==> config.mk <==
export PLATFORM = sky130hd
export DESIGN_NAME = irc_line_tokenizer_top
export DESIGN_NICKNAME = d
export VERILOG_FILES = /design/src/design/irc_tok_pkg.sv /design/src/design/irc_tok_core.sv /design/src/design/irc_line_tokenizer_top.sv
export SDC_FILE = /design/constraint.sdc
export NUM_CORES = 1
export LEC_CHECK = 0
export BUFFER_PORTS_ARGS = -buffer_cell sky130_fd_sc_hd__buf_2
export CORE_MARGIN = 1.5
export CORE_UTILIZATION = 25
export CTS_BUF_LIST = sky130_fd_sc_hd__clkbuf_4 sky130_fd_sc_hd__clkbuf_8 sky130_fd_sc_hd__clkbuf_16
export CTS_CLUSTER_SIZE = 12
export DETAILED_ROUTE_END_ITERATION = 10
export PLACE_DENSITY_LB_ADDON = 0.1
export SLEW_MARGIN = 10
export SYNTH_ARGS = -nofsm -noshare
export SYNTH_HDL_FRONTEND = slang
export SYNTH_SLANG_ARGS = --single-unit
==> constraint.sdc <==
create_clock -name clk_i -period 5.8 [get_ports clk_i]
set_input_delay 0.58 -clock clk_i [delete_from_list [all_inputs] [get_ports clk_i]]
set_output_delay 0.58 -clock clk_i [all_outputs]
set_load 0.005 [all_outputs]
==> src/design/irc_tok_pkg.sv <==
// Shared types and constants for the IRC line tokenizer.
// Used by irc_tok_core and irc_line_tokenizer_top; depends on nothing else.
package irc_tok_pkg;

  localparam int unsigned MaxParamsDef = 16;

  localparam logic [7:0] ChColon = 8'h3A;
  localparam logic [7:0] ChSpace = 8'h20;

  localparam logic [2:0] KindDelim  = 3'd0;
  localparam logic [2:0] KindSource = 3'd1;
  localparam logic [2:0] KindCmd    = 3'd2;
  localparam logic [2:0] KindMiddle = 3'd3;
  localparam logic [2:0] KindTrail  = 3'd4;

  localparam logic [1:0] ErrNone     = 2'd0;
  localparam logic [1:0] ErrEmptySrc = 2'd1;
  localparam logic [1:0] ErrNoCmd    = 2'd2;
  localparam logic [1:0] ErrTooMany  = 2'd3;

  typedef struct packed {
    logic [7:0] byte_out;
    logic [2:0] field_kind;
    logic [3:0] param_index;
    logic       token_start;
    logic       line_done;
    logic [1:0] error_code;
    logic [4:0] param_total;
    logic       has_trailing;
  } result_t;

endpackage

==> src/design/irc_tok_core.sv <==
// Per-byte classifier of the IRC line tokenizer: line phase, parameter count
// and error state. Uses irc_tok_pkg.
module irc_tok_core #(
  parameter int unsigned MaxParams = irc_tok_pkg::MaxParamsDef
) (
  input  logic                 clk_i,
  input  logic                 rst_ni,
  input  logic                 advance_i,
  input  logic [7:0]           data_byte_i,
  input  logic                 end_of_line_i,
  output irc_tok_pkg::result_t result_o
);
  import irc_tok_pkg::*;

  localparam int unsigned CntW = $clog2(MaxParams + 1);
  localparam logic [CntW-1:0] CntMax = CntW'(MaxParams);

  typedef enum logic [2:0] {
    PhLineStart = 3'd0,
    PhSrcFirst  = 3'd1,
    PhInSrc     = 3'd2,
    PhSepCmd    = 3'd3,
    PhInCmd     = 3'd4,
    PhSepParam  = 3'd5,
    PhInMiddle  = 3'd6,
    PhInTrail   = 3'd7
  } phase_e;

  phase_e          phase_q, phase_d, phase_step;
  logic [CntW-1:0] count_q, count_d, count_step;
  logic [1:0]      err_q, err_d, err_step;
  logic            trail_q, trail_d, trail_step;

  logic            is_space, is_colon, sat;
  logic [CntW-1:0] open_cnt, open_idx, idx_full;
  logic [CntW+3:0] idx_ext;
  logic [CntW+4:0] cnt_ext;
  logic [2:0]      kind;
  logic            start;

  assign is_space = (data_byte_i == ChSpace);
  assign is_colon = (data_byte_i == ChColon);

  // A new parameter past the limit reuses the last slot and flags an overflow.
  assign sat      = (count_q >= CntMax);
  assign open_cnt = sat ? CntMax : count_q + CntW'(1);
  assign open_idx = open_cnt - CntW'(1);

  always_comb begin
    phase_step = phase_q;
    count_step = count_q;
    err_step   = err_q;
    trail_step = trail_q;
    kind       = KindDelim;
    idx_full   = '0;
    start      = 1'b0;
    case (phase_q)
      PhLineStart: begin
        if (is_colon) begin
          kind = KindSource; start = 1'b1; phase_step = PhSrcFirst;
        end else if (is_space) begin
          phase_step = PhSepCmd;
        end else begin
          kind = KindCmd; start = 1'b1; phase_step = PhInCmd;
        end
      end
      PhSrcFirst: begin
        if (is_space) begin
          if (err_q == ErrNone) err_step = ErrEmptySrc;
          phase_step = PhSepCmd;
        end else begin
          kind = KindSource; phase_step = PhInSrc;
        end
      end
      PhInSrc: begin
        if (is_space) phase_step = PhSepCmd;
        else kind = KindSource;
      end
      PhSepCmd: begin
        if (!is_space) begin
          kind = KindCmd; start = 1'b1; phase_step = PhInCmd;
        end
      end
      PhInCmd: begin
        if (is_space) phase_step = PhSepParam;
        else kind = KindCmd;
      end
      PhSepParam: begin
        if (!is_space) begin
          start      = 1'b1;
          idx_full   = open_idx;
          count_step = open_cnt;
          if (sat && err_q == ErrNone) err_step = ErrTooMany;
          if (is_colon) begin
            kind = KindTrail; trail_step = 1'b1; phase_step = PhInTrail;
          end else begin
            kind = KindMiddle; phase_step = PhInMiddle;
          end
        end
      end
      PhInMiddle: begin
        if (is_space) begin
          phase_step = PhSepParam;
        end else begin
          kind = KindMiddle; idx_full = count_q - CntW'(1);
        end
      end
      PhInTrail: begin
        kind = KindTrail; idx_full = count_q - CntW'(1);
      end
      default: begin
        phase_step = PhLineStart;
      end
    endcase
  end

  // Line-end checks look at the phase after this byte.
  always_comb begin
    err_d   = err_step;
    phase_d = phase_step;
    count_d = count_step;
    trail_d = trail_step;
    if (end_of_line_i) begin
      if (phase_step == PhSrcFirst && err_d == ErrNone) err_d = ErrEmptySrc;
      if ((phase_step == PhLineStart || phase_step == PhSrcFirst ||
           phase_step == PhInSrc || phase_step == PhSepCmd) && err_d == ErrNone) begin
        err_d = ErrNoCmd;
      end
    end
  end

  assign idx_ext = {4'b0000, idx_full};
  assign cnt_ext = {5'b00000, count_step};

  always_comb begin
    result_o.byte_out     = data_byte_i;
    result_o.field_kind   = kind;
    result_o.param_index  = idx_ext[3:0];
    result_o.token_start  = start;
    result_o.line_done    = end_of_line_i;
    result_o.error_code   = end_of_line_i ? err_d : ErrNone;
    result_o.param_total  = end_of_line_i ? cnt_ext[4:0] : 5'd0;
    result_o.has_trailing = end_of_line_i & trail_step;
  end

  always_ff @(posedge clk_i or negedge rst_ni) begin
    if (!rst_ni) begin
      phase_q <= PhLineStart;
      count_q <= '0;
      err_q   <= ErrNone;
      trail_q <= 1'b0;
    end else if (advance_i) begin
      if (end_of_line_i) begin
        phase_q <= PhLineStart;
        count_q <= '0;
        err_q   <= ErrNone;
        trail_q <= 1'b0;
      end else begin
        phase_q <= phase_d;
        count_q <= count_d;
        err_q   <= err_d;
        trail_q <= trail_d;
      end
    end
  end

`ifndef NO_ASSERTIONS
  // The count never passes the limit.
  a_count_max: assert property (@(posedge clk_i) disable iff (!rst_ni)
    count_q <= CntMax)
    else $error("parameter count above limit");

  // Inside a parameter at least one parameter has been opened.
  a_param_open: assert property (@(posedge clk_i) disable iff (!rst_ni)
    (phase_q == PhInMiddle || phase_q == PhInTrail) |-> count_q != '0)
    else $error("parameter phase with zero count");

  // A trailing parameter is only ever in progress once it has been flagged.
  a_trail_flag: assert property (@(posedge clk_i) disable iff (!rst_ni)
    phase_q == PhInTrail |-> trail_q)
    else $error("trailing phase without trailing flag");
`endif

endmodule

==> src/design/irc_line_tokenizer_top.sv <==
// Each accepted byte's result is registered in the output register, or in the skid register
// while the output is held. Throughput: one byte per cycle while in_stall_o is low; an output
// register plus a skid register keep input acceptance going while one result waits downstream.
// Reset (rst_ni low, asynchronous): line state returns to start of line, both
// result registers empty. Uses irc_tok_pkg and irc_tok_core.
module irc_line_tokenizer_top #(
  parameter int unsigned MaxParams = irc_tok_pkg::MaxParamsDef
) (
  input  logic       clk_i,
  input  logic       rst_ni,
  input  logic       in_valid_i,
  output logic       in_stall_o,
  input  logic [7:0] data_byte_i,
  input  logic       end_of_line_i,
  output logic       out_valid_o,
  input  logic       out_stall_i,
  output logic [7:0] byte_out_o,
  output logic [2:0] field_kind_o,
  output logic [3:0] param_index_o,
  output logic       token_start_o,
  output logic       line_done_o,
  output logic [1:0] error_code_o,
  output logic [4:0] param_total_o,
  output logic       has_trailing_o
);
  import irc_tok_pkg::*;

  result_t res_new, out_q, skid_q;
  logic    out_valid_q, skid_valid_q;
  logic    in_accept, out_take;

  assign in_stall_o = skid_valid_q;
  assign in_accept  = in_valid_i & ~skid_valid_q;
  assign out_take   = out_valid_q & ~out_stall_i;

  irc_tok_core #(
    .MaxParams(MaxParams)
  ) u_core (
    .clk_i        (clk_i),
    .rst_ni       (rst_ni),
    .advance_i    (in_accept),
    .data_byte_i  (data_byte_i),
    .end_of_line_i(end_of_line_i),
    .result_o     (res_new)
  );

  always_ff @(posedge clk_i or negedge rst_ni) begin
    if (!rst_ni) begin
      out_valid_q  <= 1'b0;
      skid_valid_q <= 1'b0;
    end else if (out_take || !out_valid_q) begin
      skid_valid_q <= 1'b0;
      out_valid_q  <= skid_valid_q | in_accept;
    end else if (in_accept) begin
      skid_valid_q <= 1'b1;
    end
  end

  // Payload registers; the skid register catches a beat while the output is held.
  always_ff @(posedge clk_i) begin
    if (out_take || !out_valid_q) begin
      out_q <= skid_valid_q ? skid_q : res_new;
    end else if (in_accept) begin
      skid_q <= res_new;
    end
  end

  assign out_valid_o    = out_valid_q;
  assign byte_out_o     = out_q.byte_out;
  assign field_kind_o   = out_q.field_kind;
  assign param_index_o  = out_q.param_index;
  assign token_start_o  = out_q.token_start;
  assign line_done_o    = out_q.line_done;
  assign error_code_o   = out_q.error_code;
  assign param_total_o  = out_q.param_total;
  assign has_trailing_o = out_q.has_trailing;

`ifndef NO_ASSERTIONS
  a_skid_behind_out: assert property (@(posedge clk_i) disable iff (!rst_ni)
    skid_valid_q |-> out_valid_q)
    else $error("skid register full while output register empty");

  a_skid_fill: assert property (@(posedge clk_i) disable iff (!rst_ni)
    $rose(skid_valid_q) |-> $past(out_valid_q && out_stall_i))
    else $error("skid register filled without a held output");

  a_summary_zero: assert property (@(posedge clk_i) disable iff (!rst_ni)
    (out_valid_q && !out_q.line_done) |->
      (out_q.error_code == ErrNone && out_q.param_total == 5'd0 && !out_q.has_trailing))
    else $error("summary fields set on a beat that does not end the line");

  a_kind_range: assert property (@(posedge clk_i) disable iff (!rst_ni)
    out_valid_q |-> out_q.field_kind <= KindTrail)
    else $error("field kind out of range");
`endif

endmodule
Yosys cells after proc, flatten, opt, wreduce, memory -nomap -nowiden
Cells that the tools add are included.
{"block": "op_classes", "n_addsub": 3, "magnitude_cmp": 1, "n_eq_ne": 12, "n_mux": 46, "bitwise": 7, "reduce_logical": 19}
{"op": "3-bit case mux with 6 select lines", "count": 2}
{"op": "3-bit two-way mux", "count": 10}
{"op": "25-bit two-way mux", "count": 1}
{"op": "5-bit two-way mux", "count": 5}
{"op": "2-bit two-way mux", "count": 12}
{"op": "8-bit by 6-bit equality test with 1-bit output, second input constant", "count": 2}
{"op": "3-bit by 2-bit equality test with 1-bit output, second input constant", "count": 4}
{"op": "3-bit equality test, second input constant", "count": 4}
{"op": "4-bit case mux with 3 select lines", "count": 1}
{"op": "1-bit two-way mux", "count": 11}
{"op": "4-bit two-way mux", "count": 2}
{"op": "2-bit OR reduction", "count": 4}
{"op": "4-bit by 1-bit subtractor with 4-bit output, second input constant", "count": 2}
{"op": "3-bit by 1-bit equality test with 1-bit output, second input constant", "count": 2}
{"op": "2-bit logical NOT", "count": 3}
{"op": "3-bit logical NOT", "count": 2}
{"op": "5-bit by 1-bit adder with 5-bit output, second input constant", "count": 1}
{"op": "5-bit greater-or-equal comparator, second input constant", "count": 1}
{"op": "1-bit logical OR", "count": 4}
{"op": "2-bit case mux with 2 select lines", "count": 1}
{"op": "1-bit AND", "count": 3}
{"op": "1-bit logical AND", "count": 3}
{"op": "1-bit NOT", "count": 3}
{"op": "1-bit case mux with 2 select lines", "count": 1}
{"op": "other kinds (4)", "count": 4}
{"block": "word_totals", "regBits": 63, "inputBits": 13, "out_inout_bits": 27, "word_cells": 110}

Depth between registers and ports, before layout
{"block": "logic_depth", "depth_word": 15, "ltp_mapped": 9, "ltp_nobuf": 9}

Modules after synthesis
A second synthesis with hierarchy kept.
{"block": "hier_totals", "hier_cells": 230, "hier_area_um2": 3081.7}
{"mod": "irc_line_tokenizer_top", "instances": 1, "cells_per_inst": 85, "area_each_um2": 1924.3, "seq_area_each_um2": 1551.5}
{"mod": "irc_tok_core", "instances": 1, "cells_per_inst": 145, "area_each_um2": 1157.4, "seq_area_each_um2": 275.3}

Worst setup path after synthesis
Ideal clock, no wire load.
{"block": "synth_timing", "path_type": "input port to flip-flop", "from": "input port out_stall_i", "to": "register skid_q[0] in the netlist's numbering, enable pin", "setup_time_ns": 0.407, "arrival_ns": 2.332, "required_ns": 5.393, "path_slack_ns": 3.061, "cell_stages": 2, "n_path_buf": 0, "path_cell_list": "nand2_1 -> nor2_1"}
{"block": "synth_between", "elab_chain_cells": 5}
{"item": "from (decl)", "line": "irc_line_tokenizer_top.sv:16", "text": "input logic out_stall_i,"}
{"item": "1-bit NOT", "line": "irc_line_tokenizer_top.sv:34", "text": "assign out_take = out_valid_q & ~out_stall_i;"}
{"item": "1-bit AND", "line": "irc_line_tokenizer_top.sv:34"}
{"item": "1-bit logical OR", "line": "irc_line_tokenizer_top.sv:61", "text": "if (out_take || !out_valid_q) begin"}
{"item": "1-bit NOT (no line)"}
{"item": "2-bit AND reduction (no line)"}
{"item": "to (signal assigned)", "line": "irc_line_tokenizer_top.sv:64", "text": "skid_q <= res_new;"}
{"item": "to (decl)", "line": "irc_line_tokenizer_top.sv:28", "text": "result_t res_new, out_q, skid_q;"}
No other way between the ends.
A chain may end at the register's enable or synchronous reset.

Worst setup path after layout
{"block": "layout_timing", "from": "input port data_byte_i[2]", "to": "register out_q, in the netlist error_code_o[1] (data pin)"}
{"block": "layout_between", "elab_chain_cells": 14, "elab_cells_between_ends": 31, "cone_classes": "5 x eq/ne; 18 x mux; 8 x reduce/logical"}
{"item": "from (decl)", "line": "irc_line_tokenizer_top.sv:13", "text": "input logic [7:0] data_byte_i,"}
{"item": "8-bit by 6-bit equality test with 1-bit output, on equally long branches", "line": "irc_tok_core.sv:42, irc_tok_core.sv:41"}
{"item": "1-bit two-way mux / 3-bit two-way mux (equally long branches)", "line": "irc_tok_core.sv:94, irc_tok_core.sv:61"}
{"item": "3-bit two-way mux, on equally long branches", "line": "irc_tok_core.sv:89, irc_tok_core.sv:59"}
{"item": "3-bit case mux with 6 select lines", "line": "irc_tok_core.sv:57", "text": "case (phase_q)"}
{"item": "3-bit by 1-bit equality test with 1-bit output", "line": "irc_tok_core.sv:124, irc_tok_core.sv:125"}
{"item": "1-bit logical AND", "line": "irc_tok_core.sv:124", "text": "if (phase_step == PhSrcFirst && err_d == ErrNone) err_d = ErrEmptySrc;"}
{"item": "2-bit two-way mux", "line": "irc_tok_core.sv:124"}
{"item": "2-bit two-way mux", "line": "irc_tok_core.sv:123", "text": "if (end_of_line_i) begin"}
{"item": "2-bit logical NOT", "line": "irc_tok_core.sv:126", "text": "phase_step == PhInSrc || phase_step == PhSepCmd) && err_d == ErrNone) begin"}
{"item": "1-bit logical AND", "line": "irc_tok_core.sv:126"}
{"item": "2-bit two-way mux", "line": "irc_tok_core.sv:125", "text": "if ((phase_step == PhLineStart || phase_step == PhSrcFirst ||"}
{"item": "2-bit two-way mux *", "line": "irc_tok_core.sv:123"}
{"item": "2-bit two-way mux *", "line": "irc_tok_core.sv:141", "text": "result_o.error_code = end_of_line_i ? err_d : ErrNone;"}
{"item": "25-bit two-way mux *", "line": "irc_line_tokenizer_top.sv:62", "text": "out_q <= skid_valid_q ? skid_q : res_new;"}
{"item": "to (signal assigned)", "line": "irc_line_tokenizer_top.sv:62"}
{"item": "to (decl)", "line": "irc_line_tokenizer_top.sv:28"}
Every way passes the cells marked *; elsewhere a longest branch is shown, timed or not. The select of a mux whose other input is x is not followed.

==> reports/results.md <==
| Result | Value | Unit |
| --- | --- | --- |
| Status | finished, violations left | - |
| Violated checks | design-rule violations | - |
| Via count of the first global-routing pass | 1,904 | - |
| Cell depth of the worst flop-to-flop path | 5 | - |
| Top-area cell type share of the netlist area | 50.5 | % |
| Starting density of the core | 25.8 | % |
| Arr. time, crit path | 2.67 | ns |
| Detailed Routing Iterations Pass 1 | 7 | - |
| H-Tree Level Count | 3 | - |
| Most common cell in the netlist | edfxtp_1 | - |
| Setup repair after global routing missed its margin | false | - |
| Synthesis-to-layout area growth | 20.4 | % |
| Combinational family with the most area after synthesis | compound AO/OA/AOI/OAI gates | - |
| Final Cell Area | 3580 | um2 |
| Total power consumption of the routed design | 1.27 | mW |
| Number of distinct standard cells referenced by the synthesized netlist | 44 | - |
| Post-synth EDFFs | 50 | - |
| Max rail drop VDD | 0.000141 | V |
| Max-Cap Viols | 0 | - |
| Terminus of the critical flop-to-flop path | param_total_o[0] | - |
| Post-cts repair resize count | 0 | - |
| Path class of the lowest-slack min-delay path | primary input to asynchronous set/reset pin | - |
| CTS Hold Buffers Added | 0 | - |
| Number of buffers on the longest clock path | 2 | - |
| Post-Route Hold Slack | 0.145 | ns |
| Core region area | 11,500 | um2 |
| Mux share of post-synthesis cell area | 7.82 | % |
| # setup viols final | 0 | - |
| Vias per cell | 4.66 | - |
| Routed met2 length | 2830 | um |
| Final-layout setup total negative slack | 0 | ns |
| Final Skew | 0.00600 | ns |
| Clk slew on worst S/H paths | 0.05 | ns |
| Antenna Nets Post-Route | 0 | - |
| Met1 wire length | 3430 | um |
| Antenna violations before repair | 0 | - |
| Clock net sink count | 63 | - |
| Reg-to-reg setup timing slack | 3.51 | ns |
| Wirelength per Cell | 16.1 | um |
| Congestion Overflow GR | 0 | - |
| Horizontal extent of the die | 112 | um |
| Worst EP required | 5.88 | ns |
| Max Fclk | 386 | MHz |
| Netlist area before placement | 2970 | um2 |
| Top cell types by occurrence after synthesis | edfxtp_1 (50), mux2_2 (18), nand2_1 (18), a21oi_1 (17), nor2_1 (17) | - |
| Number of buffers inserted by post-CTS setup repair | 0 | - |
| Share of synthesized area occupied by flip-flops and latches | 61.4 | % |
| Crit. End Element | register | - |
| Global-route wire length before repair | 10,800 | um |
| Number of top-level pins | 40 | - |
| Global router's overall resource usage | 11.4 | % |
| Number of hold violations in the final report | 0 | - |
| Port Buffer Count | 39 | - |
| Synthesized netlist cell count | 238 | - |
| Power density relative to cell area | 355 | nW/um2 |
| Portion of the clock cycle consumed by the worst path in the final layout | 44.6 | % |
| Share of final-layout standard cells stronger than drive strength 1 | 28.3 | % |
| Topmost layer with routed signal wires | met4 | - |
| Worst max-slew margin expressed relative to the limit | 32.0 | % |
| TritonCTS clock tree | built | - |
| Post-layout instance count excluding filler cells | 422 | - |
| Setup CP Type | primary input to register | - |
| Net count of the mapped netlist | 255 | - |
| Worst path setup slack after routing | 3.21 | ns |
| Detail Placement HPWL | 4440 | um |
| Layout Nets | 292 | - |
| Crit Reg-Reg Startpoint | u_core.phase_q[0] | - |
| Post-synthesis share of cell area spent on full adders, half adders and majority gates | 1.68 | % |
| Clock Tree Root | clkbuf_16 | - |
| Compound-gate portion of the synthesized area | 12.2 | % |
| Largest net degree at the start of global routing | 31 | - |
| Post-synthesis cell type with the largest combined area | edfxtp_1 | - |
| Nature of the critical path startpoint | primary input | - |
| Largest fanout of any net on the critical path | 12 | - |
| Num CTS Buffers | 9 | - |
| Std cell rows | 39 | - |
| Routed length on met3 | 371 | um |
| Final min period | 2.59 | ns |
| Static leakage power | 1.38 | nW |
| Yosys Warn Count | 0 | - |
| Worst setup slack before clock tree synthesis | 2.88 | ns |
| GPL Wtd Cong | 0.762 | - |
| Cell total after placement | 407 | - |
| Post-place instance area | 3300 | um2 |
| Actual slew at the worst max-slew pin | 1.02 | ns |
| Slew Limit Fails | 0 | - |
| Synth top area cells | edfxtp_1 (50%), dfrtp_1 (11%), mux2_2 (6.8%) | - |
| Final core occ | 31.1 | % |
| #FFs+latches synth | 63 | - |
| Number of DRC markers after the initial detailed-route iteration | 186 | - |
| Synth Area in Simple Gates | 11.7 | % |
| Final wirelength | 6810 | um |
| Number of DRC violations after detailed routing | 6 | - |
| Total die area | 12,600 | um2 |
| Clk Latency, worst-skew pair | 0.33 | ns |
| Number of diodes added for antenna fixing | 0 | - |
| Chip Height | 112 | um |
| Dominant synthesized flop cell | edfxtp_1 | - |
| Synthesized area divided by synthesized cell count | 12.5 | um2 |
| Parity-gate share of the synthesized area counting xor and xnor cells | 1.77 | % |
| Fraction of synthesis flops using an asynchronous set or reset pin | 20.6 | % |
| Vias | 1,965 | - |
[critical path, cell delays in order]
cell and delay [ns]:
buf_2 0.12, nor4b_2 0.88, and2_1 0.46, a21oi_2 0.10
a221o_1 0.33, a22o_1 0.20
[per-layer routing]
| metal | vias to the layer above | global-route usage, % |
|---|---|---|
| met3 | 13 | 3.13 |
| met1 | 946 | 16.0 |
| met4 | 0 | 6.33 |
| met2 | 53 | 16.0 |
| li1 | 953 | - |
| met5 | - | 0 |
[cell usage in the layout, fill, tap and decap left out, drive strengths merged, types with 2 or more instances in the layout]
master   n
nor3     3
and2     4
ha       4
a31oi    4
buf     41
nor2    17
a21oi   18
mux2i    3
xnor2    6
clkbuf  10
edfxtp  50
clkinv   3
a221oi   2
dfrtp   13
a211oi   2
nand3    2
o21ai   11
o21a     3
inv      8
and3b    2
nand3b   2
mux2    18
nor2b    8
o22ai    7
nand2   18
a21o     2
nand2b   2
[worst max path at each step]
stage	to	startpoint	depth (start not counted)
2_1_floorplan	skid_q[0]	out_stall_i	2
3_3_place_gp	error_code_o[1]	data_byte_i[2]	6
4_1_cts	error_code_o[1]	data_byte_i[2]	6
5_1_grt	error_code_o[1]	data_byte_i[2]	5
6_report	error_code_o[1]	data_byte_i[2]	6
3_5_place_dp	error_code_o[1]	data_byte_i[2]	5
[layout make-up]
cell class	instances	area (um2)
Timing Repair Buffer	41	210
Sequential cell	63	1830
Fill cell	1171	7940
Inverter	8	30.0
Multi-Input combinational cell	152	1050
Clock buffer	10	233
Clock inverter	5	50.0
Tap cell	143	179
[registers in the layout, summed over array words and instances (netlist names)]
signal and flops:
skid_q 25, byte_out_o 8, param_total_o 5, u_core.count_q 5, param_index_o 4, field_kind_o 3, u_core.phase_q 3, error_code_o 2
u_core.err_q 2, has_trailing_o 1, in_stall_o 1, line_done_o 1, out_valid_o 1, token_start_o 1, u_core.trail_q 1
[power by group]
group	switching, mW	internal, mW
combinational	0.114	0.0809
clock	0.186	0.331
sequential	0.0267	0.533
total	0.326	0.945
[cell families after synthesis]
family / Yosys count
buffers and inverters: 23
multiplexers: 21
AO/OA/AOI/OAI: 57
adder cells (fa/ha/maj): 4
AND/OR/NAND/NOR: 64
flip-flops: 63
XOR/XNOR: 6
No activity file was read; power rests on OpenSTA's default activity.
